<file path="config.mk">
export PLATFORM = sky130hd
export DESIGN_NAME = base64_block_codec
export DESIGN_NICKNAME = d
export VERILOG_FILES = /design/src/hw/rtl/b64bc_pkg.sv /design/src/hw/rtl/b64bc_lane.sv /design/src/hw/rtl/b64bc_merge.sv /design/src/hw/rtl/base64_block_codec.sv
export VERILOG_INCLUDE_DIRS = /design/src /design/src/hw/rtl
export SDC_FILE = /design/constraint.sdc
export NUM_CORES = 1
export LEC_CHECK = 0
export BUFFER_PORTS_ARGS = -buffer_cell sky130_fd_sc_hd__buf_2
export CAP_MARGIN = 25
export CORE_ASPECT_RATIO = 0.9
export CORE_MARGIN = 4
export CORE_UTILIZATION = 39
export CTS_CLUSTER_DIAMETER = 60
export DETAILED_ROUTE_END_ITERATION = 16
export GPL_TIMING_DRIVEN = 0
export PLACE_DENSITY = 0.66
export SETUP_SLACK_MARGIN = 0.5
export SKIP_LAST_GASP = 1
export SLEW_MARGIN = 40
export SYNTH_ARGS = -nofsm -noshare
export SYNTH_HDL_FRONTEND = slang
export SYNTH_SLANG_ARGS = --single-unit
</file>
<file path="constraint.sdc">
create_clock -name i_clk -period 3 [get_ports i_clk]
set_input_delay 0.9 -clock i_clk [delete_from_list [all_inputs] [get_ports i_clk]]
set_output_delay 0.9 -clock i_clk [all_outputs]
set_load 0.1 [all_outputs]
</file>
<file path="src/hw/rtl/base64_block_codec_assert.svh">
// Assertion macros shared by the codec RTL.
`ifndef BASE64_BLOCK_CODEC_ASSERT_SVH
`define BASE64_BLOCK_CODEC_ASSERT_SVH

// Same-cycle implication, checked out of reset.
`define B64_ASSERT_IMP(label, clk, rst_n, ante, cons) \
    label: assert property (@(posedge clk) disable iff (!rst_n) (ante) |-> (cons)) \
        else $error("base64 codec check failed");

// Next-cycle implication, checked out of reset.
`define B64_ASSERT_NXT(label, clk, rst_n, ante, cons) \
    label: assert property (@(posedge clk) disable iff (!rst_n) (ante) |=> (cons)) \
        else $error("base64 codec check failed");

`endif

</file>
<file path="src/hw/rtl/b64bc_pkg.sv">
`default_nettype none

package b64bc_pkg;

    localparam int NUM_LANES = 4;
    localparam logic [7:0] PAD_CHAR = 8'h3D;

    typedef struct packed {
        logic [7:0] enc_char;
        logic [5:0] sym;
        logic       is_pad;
        logic       is_bad;
    } t_lane;

    typedef struct packed {
        logic [7:0] out_a;
        logic [7:0] out_b;
        logic [7:0] out_c;
        logic [7:0] out_d;
        logic [2:0] out_count;
        logic       bad_char;
    } t_result;

endpackage

`default_nettype wire

</file>
<file path="src/hw/rtl/b64bc_lane.sv">
`default_nettype none

module b64bc_lane
    import b64bc_pkg::*;
(
    input  wire logic [7:0] i_char,
    input  wire logic [5:0] i_sextet,
    output t_lane           o_lane
);

    logic [7:0] w_dec;
    logic       w_bad;

    always_comb begin
        w_bad = 1'b0;
        w_dec = 8'd0;
        if (i_char >= 8'h41 && i_char <= 8'h5A) begin
            w_dec = i_char - 8'h41;
        end else if (i_char >= 8'h61 && i_char <= 8'h7A) begin
            w_dec = i_char - 8'h61 + 8'd26;
        end else if (i_char >= 8'h30 && i_char <= 8'h39) begin
            w_dec = i_char - 8'h30 + 8'd52;
        end else if (i_char == 8'h2B) begin
            w_dec = 8'd62;
        end else if (i_char == 8'h2F) begin
            w_dec = 8'd63;
        end else begin
            w_bad = 1'b1;
        end
    end

    always_comb begin
        o_lane.is_pad = (i_char == PAD_CHAR);
        o_lane.is_bad = w_bad && (i_char != PAD_CHAR);
        o_lane.sym    = w_dec[5:0];
        if (i_sextet < 6'd26) begin
            o_lane.enc_char = 8'h41 + {2'b00, i_sextet};
        end else if (i_sextet < 6'd52) begin
            o_lane.enc_char = 8'h61 + {2'b00, i_sextet} - 8'd26;
        end else if (i_sextet < 6'd62) begin
            o_lane.enc_char = 8'h30 + {2'b00, i_sextet} - 8'd52;
        end else if (i_sextet == 6'd62) begin
            o_lane.enc_char = 8'h2B;
        end else begin
            o_lane.enc_char = 8'h2F;
        end
    end

endmodule

`default_nettype wire

</file>
<file path="src/hw/rtl/b64bc_merge.sv">
`default_nettype none

module b64bc_merge
    import b64bc_pkg::*;
(
    input  wire t_lane   i_lane [NUM_LANES],
    input  wire logic    i_dir,
    input  wire logic    i_has_b,
    input  wire logic    i_has_c,
    output t_result      o_res
);

    logic [23:0] w_acc;
    logic [2:0]  w_kept;
    logic        w_bad;

    always_comb begin
        w_acc  = 24'd0;
        w_kept = 3'd0;
        w_bad  = 1'b0;
        for (int i = 0; i < NUM_LANES; i++) begin
            if (!i_lane[i].is_pad) begin
                w_acc  = {w_acc[17:0], i_lane[i].sym};
                w_kept = w_kept + 3'd1;
                w_bad  = w_bad | i_lane[i].is_bad;
            end
        end
    end

    always_comb begin
        o_res = '0;
        if (!i_dir) begin
            o_res.out_a     = i_lane[0].enc_char;
            o_res.out_b     = i_lane[1].enc_char;
            o_res.out_c     = i_has_b ? i_lane[2].enc_char : PAD_CHAR;
            o_res.out_d     = i_has_c ? i_lane[3].enc_char : PAD_CHAR;
            o_res.out_count = 3'd4;
        end else if (w_bad) begin
            o_res.bad_char = 1'b1;
        end else begin
            case (w_kept)
                3'd4: begin
                    o_res.out_a     = w_acc[23:16];
                    o_res.out_b     = w_acc[15:8];
                    o_res.out_c     = w_acc[7:0];
                    o_res.out_count = 3'd3;
                end
                3'd3: begin
                    o_res.out_a     = w_acc[17:10];
                    o_res.out_b     = w_acc[9:2];
                    o_res.out_count = 3'd2;
                end
                3'd2: begin
                    o_res.out_a     = w_acc[11:4];
                    o_res.out_count = 3'd1;
                end
                default: begin
                    o_res.out_count = 3'd0;
                end
            endcase
        end
    end

endmodule

`default_nettype wire

</file>
<file path="src/hw/rtl/base64_block_codec.sv">
// Base64 block codec, one four-symbol block per transaction.
// Each transaction passes the lane stage, then the merge stage, before its result is presented.
// Throughput: one transaction per cycle; the two-stage pipeline stalls only on output backpressure.
// Reset (synchronous, active low) empties the pipeline and sets the direction to encode.
`default_nettype none

`include "base64_block_codec_assert.svh"

module base64_block_codec
    import b64bc_pkg::*;
(
    input  wire logic        i_clk,
    input  wire logic        i_rst_n,
    input  wire logic        i_cfg_wen,
    input  wire logic        i_cfg_wdata,
    input  wire logic        i_s_axis_tvalid,
    output logic             o_s_axis_tready,
    // in_a [7:0], in_b [15:8], in_c [23:16], in_d [31:24], byte_count [33:32].
    input  wire logic [39:0] i_s_axis_tdata,
    output logic             o_m_axis_tvalid,
    input  wire logic        i_m_axis_tready,
    // out_a [7:0], out_b [15:8], out_c [23:16], out_d [31:24], out_count [34:32].
    output logic [39:0]      o_m_axis_tdata,
    // bad_char [0].
    output logic [0:0]       o_m_axis_tuser
);

    logic       r_dir;
    logic       r_v1;
    logic       r_v2;
    logic       r_dir1;
    logic       r_has_b1;
    logic       r_has_c1;
    logic       r_dir2;
    t_lane      r_lane [NUM_LANES];
    t_result    r_res;

    logic       w_adv1;
    logic       w_adv2;
    logic [7:0] w_a;
    logic [7:0] w_b;
    logic [7:0] w_c;
    logic [1:0] w_cnt;
    logic       w_has_b;
    logic       w_has_c;
    logic [7:0] w_chars   [NUM_LANES];
    logic [5:0] w_sextets [NUM_LANES];
    t_lane      w_lane    [NUM_LANES];
    t_result    w_res;

    assign w_adv2 = !r_v2 || i_m_axis_tready;
    assign w_adv1 = !r_v1 || w_adv2;
    assign o_s_axis_tready = w_adv1;

    assign w_cnt   = i_s_axis_tdata[33:32];
    assign w_has_b = w_cnt[1];
    assign w_has_c = (w_cnt == 2'd3);
    assign w_a     = i_s_axis_tdata[7:0];
    assign w_b     = w_has_b ? i_s_axis_tdata[15:8] : 8'd0;
    assign w_c     = w_has_c ? i_s_axis_tdata[23:16] : 8'd0;

    assign w_sextets[0] = w_a[7:2];
    assign w_sextets[1] = {w_a[1:0], w_b[7:4]};
    assign w_sextets[2] = {w_b[3:0], w_c[7:6]};
    assign w_sextets[3] = w_c[5:0];

    assign w_chars[0] = i_s_axis_tdata[7:0];
    assign w_chars[1] = i_s_axis_tdata[15:8];
    assign w_chars[2] = i_s_axis_tdata[23:16];
    assign w_chars[3] = i_s_axis_tdata[31:24];

    for (genvar g = 0; g < NUM_LANES; g++) begin : g_lane
        b64bc_lane u_lane (
            .i_char   (w_chars[g]),
            .i_sextet (w_sextets[g]),
            .o_lane   (w_lane[g])
        );
    end

    b64bc_merge u_merge (
        .i_lane  (r_lane),
        .i_dir   (r_dir1),
        .i_has_b (r_has_b1),
        .i_has_c (r_has_c1),
        .o_res   (w_res)
    );

    always_ff @(posedge i_clk) begin
        if (!i_rst_n) begin
            r_dir <= 1'b0;
            r_v1  <= 1'b0;
            r_v2  <= 1'b0;
        end else begin
            if (i_cfg_wen) begin
                r_dir <= i_cfg_wdata;
            end
            if (w_adv1) begin
                r_v1 <= i_s_axis_tvalid;
            end
            if (w_adv2) begin
                r_v2 <= r_v1;
            end
        end
    end

    always_ff @(posedge i_clk) begin
        if (w_adv1 && i_s_axis_tvalid) begin
            r_lane   <= w_lane;
            r_dir1   <= r_dir;
            r_has_b1 <= w_has_b;
            r_has_c1 <= w_has_c;
        end
        if (w_adv2 && r_v1) begin
            r_res  <= w_res;
            r_dir2 <= r_dir1;
        end
    end

    assign o_m_axis_tvalid = r_v2;
    assign o_m_axis_tdata  = {5'd0, r_res.out_count, r_res.out_d, r_res.out_c,
                              r_res.out_b, r_res.out_a};
    assign o_m_axis_tuser  = r_res.bad_char;

    `B64_ASSERT_IMP(a_enc_shape, i_clk, i_rst_n, r_v2 && !r_dir2,
        r_res.out_count == 3'd4 && !r_res.bad_char)
    `B64_ASSERT_IMP(a_dec_shape, i_clk, i_rst_n, r_v2 && r_dir2,
        r_res.out_count <= 3'd3 && r_res.out_d == 8'd0)
    `B64_ASSERT_IMP(a_bad_zero, i_clk, i_rst_n, r_v2 && r_res.bad_char,
        r_res.out_count == 3'd0 && r_res.out_a == 8'd0 && r_res.out_b == 8'd0)
    `B64_ASSERT_NXT(a_pipe_move, i_clk, i_rst_n, r_v1 && w_adv2, r_v2)

endmodule

`default_nettype wire
</file>
# Word level (Yosys, flattened, before mapping)
# Cells that the tools add are included.
dict set report totals {
  ff_bits 106
  wordCells 242
}
dict set report op_classes {
  addsub 43
  order_cmp 36
  eq_ne 24
  n_mux 80
  bitwise 5
  reduce_logical 24
}
# cell count
set op_table {}
lappend op_table {{$mux W6} 22}
lappend op_table {{$mux W8} 16}
lappend op_table {{$mux W24} 5}
lappend op_table {{$eq A8 B6 Y1 const B} 12}
lappend op_table {{$add A7 B6 Y8 const A} 8}
lappend op_table {{$ge A8 B7 Y1 const B} 8}
lappend op_table {{$le A8 B7 Y1 const B} 8}
lappend op_table {{$lt A6 B6 Y1 const B} 8}
lappend op_table {{$sub A6 B6 Y6 const B} 8}
lappend op_table {{$ge A8 B6 Y1 const B} 4}
lappend op_table {{$le A8 B6 Y1 const B} 4}
lappend op_table {{$ne A8 B6 Y1 const B} 4}
lappend op_table {{$sub A8 B5 Y8 const B} 4}
lappend op_table {{$sub A8 B6 Y8 const B} 4}
lappend op_table {{$add A6 B6 Y7 const A} 4}
lappend op_table {{$mux W1} 26}
lappend op_table {{$add A6 B5 Y6 const B} 4}
lappend op_table {{$add A6 B6 Y6 const B} 4}
lappend op_table {{$eq A6 B6 Y1 const B} 4}
lappend op_table {{$lt A6 B5 Y1 const B} 4}
lappend op_table {{$mux W3} 8}
lappend op_table {{$pmux W8 S3} 1}
lappend op_table {{$sub A6 B1 Y6 const B} 4}
lappend op_table {{$logic_and A1 B1 Y1} 18}
lappend op_table {{other kinds (12)} 20}

# Logic depth before layout (Yosys ltp)
dict set report logic_depth {
  depth_word 11
  depth_mapped 13
  ltp_nobuf 11
}

# By module
# Synthesis repeated with hierarchy kept, for this count alone.
dict set report unflattened {
  hier_cells 853
  hier_area_um2 8515.7
}
# module n_inst cells_each area_each_um2 seq_area_each_um2
set by_module_without_submodules {}
lappend by_module_without_submodules {b64bc_lane 4 132 953.4 0.0}
lappend by_module_without_submodules {base64_block_codec 1 139 3409.5 3153.0}
lappend by_module_without_submodules {b64bc_merge 1 186 1292.5 0.0}

# Worst setup path before layout
# Ideal clock, no wire load.
dict set report synth_timing {
  path_kind {input -> register}
  startpoint {input port i_m_axis_tready}
  endpoint {register r_dir1, enable pin}
  t_arrival_ps 3328
  required_ps 2568
  path_slack_ps -760
  path_stages 3
  cell_sequence {nor2b_1 nand2_1 and2_1}
}
dict set report synth_via {
  elab_chain_cells 3
}
# item line
set synth_lines {}
lappend synth_lines {{from (decl)} base64_block_codec.sv:21} ;# input wire logic i_m_axis_tready,
lappend synth_lines {{$logic_or A1 B1 Y1} base64_block_codec.sv:51} ;# assign w_adv2 = !r_v2 || i_m_axis_tready;
lappend synth_lines {{$logic_or A1 B1 Y1} base64_block_codec.sv:52} ;# assign w_adv1 = !r_v1 || w_adv2;
lappend synth_lines {{via o_s_axis_tready} base64_block_codec.sv:17} ;# output logic o_s_axis_tready,
lappend synth_lines {{$logic_and A1 B1 Y1} base64_block_codec.sv:107} ;# if (w_adv1 && i_s_axis_tvalid) begin
lappend synth_lines {{to (signal assigned)} base64_block_codec.sv:109} ;# r_dir1 <= r_dir;
lappend synth_lines {{to (decl)} base64_block_codec.sv:31} ;# logic r_dir1;
# The timed path passes the listed nets, and every way through them passes these cells.
# A chain may end at the register's enable or synchronous reset.

==> PnR_summary.wiki <==
{| class="wikitable"
! Metric !! Value
|-
| Maximum number of pins on one net before global-route repair || 68
|-
| Die height || between 100 and 150 µm
|-
| Placed wire-length estimate after detailed placement || 16,700 µm
|-
| Inst Count DP || 1,271
|-
| Most Crowded Layer GR || met2
|-
| Maximum root-to-sink buffer count || 2
|-
| Number of sinks driven by the clock tree || 106
|-
| Outcome || finished, final reports clean
|-
| Transition at the pin with the smallest max-transition slack || about 0.84 ns
|-
| Critical Path Sink Type || flip-flop
|-
| Setup violations, final || 0
|-
| Number of buffers inserted during clock tree synthesis || 9
|-
| Register area share after synthesis || 0.373
|-
| Start-to-end type of the worst setup path || flip-flop to flip-flop
|-
| Final design area excluding fillers || 10,700 µm²
|-
| Design Power || 4140 µW
|-
| Grt met3 use || 0.0335
|-
| Die X || approximately 160 µm
|-
| Clock network latency to the later pin of the worst-skew pair || 0.35 ns
|-
| CTS tree || done
|-
| Period utilization || 0.958
|-
| Synthesized cell area || 8440 µm²
|-
| Number of storage elements in the synthesis netlist || 106
|-
| Mapped Cells || about 910
|-
| Die Outline Area || 24,100 µm²
|-
| DRT iter0 DRCs || 589
|-
| Commonest non-fill, non-tap cell in the layout || edfxtp_1
|-
| Synthesized area per cell || 9.32 µm²
|-
| Met2 Track Usage GR || 0.280
|-
| Leakage dissipation || between 0.004 and 0.005 µW
|-
| Antenna cells || 0
|-
| Commonest non-fill, non-tap cells in the layout || edfxtp_1 (103), buf_2 (76), nand2_1 (68)
|-
| Power per cell area || 388 nW/µm²
|-
| Data arrival time at the worst-slack endpoint || 2.96 ns
|-
| First-pass GRT wire length || 36,000 µm
|-
| Min-delay worst type || flip-flop to flip-flop
|-
| Global router's overall resource usage || 0.182
|-
| Fraction of the core area covered by cells at the end of the flow || 0.508
|-
| Post-synthesis cell type count || 75
|-
| Time the final worst path needs with I/O delays and setup || between 2 and 3 ns
|-
| Remaining antenna violation count after routing || 0
|-
| Number of remaining DRC errors || 0
|-
| Placer Congestion || 0.931
|-
| H-tree depth || 3
|-
| Met1 usage || 0.264
|-
| DR vias/cell || 5.64
|-
| Yosys warnings || 0
|-
| Multi-input gate area in the final layout || 5420 µm²
|-
| Data required time of the worst path || 3.08 ns
|-
| Achievable clock frequency || 348 MHz
|-
| Share of final-layout standard cells stronger than drive strength 1 || 0.293
|-
| EDFF count, synth || ~100
|-
| Clock skew || ~0.006 ns
|-
| Final Hold Fails || 0
|-
| Overall routed net length || 23,000 µm
|-
| Total congestion overflow after global routing || 0
|-
| Setup repair after global routing missed its margin || true
|-
| Number of hold buffers added after CTS || 0
|-
| Final net count || approximately 1.2k
|-
| Routed len/inst || 17.3 µm
|-
| Fill count || 1,896
|-
| Max-slew violation total from the final report || 0
|-
| Antenna violations before repair || 0
|-
| Cell Count, Final, Fillers Out || around 1.3k
|-
| Dominant synthesized flop cell || edfxtp_1
|-
| Starting density of the core || 0.402
|-
| Number of global-route vias before repair || 6,911
|-
| Detailed Routing Iterations Pass 1 || 8
|-
| Relative slew slack || 0.426
|-
| VDD IR max || 0.264 mV
|-
| Core Box Area || around 21,000 µm²
|-
| Share of the synthesized area in the top cell type || 0.366
|-
| Top cell type by total area after synthesis || edfxtp_1
|-
| Largest cells by area after synthesis || edfxtp_1 (37%), ha_1 (11%), a21oi_1 (3.9%), nand2_1 (3.8%), o21ai_0 (3.3%)
|-
| P&R area growth vs syn || 26.3%
|-
| Cell Rows || 50
|-
| Critical path launch point type || flip-flop
|-
| Worst Path Max Fanout || 6
|-
| Via Count || 7,498
|-
| Async set-reset flop share out of synthesis || 0
|-
| Clock slew at the register clock pins of the worst setup and hold paths || ~0.070 ns
|-
| Root buffer selected by CTS || clkbuf_16
|-
| Instance area after placement || 9530 µm²
|-
| Number of top-level pins || 89
|-
| Port Buffers || between 70 and 80
|-
| Final hold slack || between 0.4 and 0.5 ns
|-
| Area used by sequential logic in the layout || 3150 µm²
|-
| Max Cap Viol || 0
|}
[flip-flops by register name, indices dropped and copies added, names as in the netlist]
register         count
o_m_axis_tuser       1
o_m_axis_tvalid      1
r_dir                1
r_lane              64
r_has_c1             1
r_has_b1             1
r_v1                 1
r_dir1               1
o_m_axis_tdata      35
[routing by layer]
metal,vias up,share of wire
li1,3650,-
met1,3545,0.47
met2,267,0.45
met3,36,0.060
met4,0,0.017
met5,-,0
[report_power, final]
| part | internal, µW | switching [µW] |
|---|---|---|
| Clock | 658 | 526 |
| Combinational | 411 | 763 |
| Sequential | 1740 | 44.2 |
[Yosys cell counts, types with 7 or more instances]
library cell / instances
nand2_1: 86
inv_1: 67
clkbuf_1: 22
buf_4: 9
a21o_1: 7
nor2_1: 38
a21oi_1: 66
mux2i_1: 13
nand2b_1: 19
xnor2_1: 30
a221o_1: 21
a222oi_1: 8
nor3_1: 25
buf_2: 12
edfxtp_1: 103
o21ai_0: 55
o2bb2ai_1: 11
and3_1: 8
ha_1: 73
and2_1: 15
mux2_2: 11
nand3_1: 32
nor2b_1: 32
a31oi_1: 20
a211oi_1: 9
[cells by family after synthesis]
| logic type | synth area share |
|---|---|
| xor+xnor | 0.0342 |
| flops | 0.373 |
| fa+ha+maj | 0.108 |
| simple gates | 0.169 |
| buf+inv | 0.0587 |
| mux | 0.0301 |
| other cells | 0.000444 |
| compound gates | 0.226 |
[area by class of cell]
type / instances / share of cell area
Tap cell: 286 / 0.0335
Clock buffer: 10 / 0.0215
Sequential cell: 106 / 0.296
Timing Repair Buffer: 117 / 0.0721
Inverter: 69 / 0.0269
Clock inverter: 6 / 0.00657
Multi-Input combinational cell: 689 / 0.508
Buffer: 46 / 0.0359
[worst paths after layout]
check,startpoint,end,slack (ns),cells after the start
min reg2reg,r_dir,r_dir1,0.46,0
min,r_dir,r_dir1,0.46,0
max,r_lane[33],o_m_axis_tdata[5],0.13,12
max reg2reg,r_lane[33],o_m_axis_tdata[5],0.13,12
[worst max-delay path: stages, from the launching register on]
cell and delay, ns:
edfxtp_1 0.43, buf_6 0.16, inv_4 0.05, ha_4 0.19, buf_8 0.12, xnor2_4 0.17, ha_4 0.22, nor2b_4 0.13
a31oi_4 0.21, a211oi_2 0.08, buf_4 0.18, a222oi_1 0.57, o2bb2ai_2 0.11
[per-stage QoR]
stage / TNS (ns) / worst slack [ns]
2_1_floorplan: 0 / 0.446
3_3_place_gp: -1.38 / -0.192
3_5_place_dp: -1.89 / -0.257
4_1_cts: 0 / 0.178
5_1_grt: 0 / 0.0771
6_report: 0 / 0.127
[repair_timing]
action                                  CTS  global route
gates resized for setup                  68            79
endpoints found under the setup margin   65            68
setup buffers                            23            18
pin swaps                                21            17
endpoints found under the hold margin     0             0
gates cloned                              0             0
Note: power is estimated with default switching activity, not from simulation.
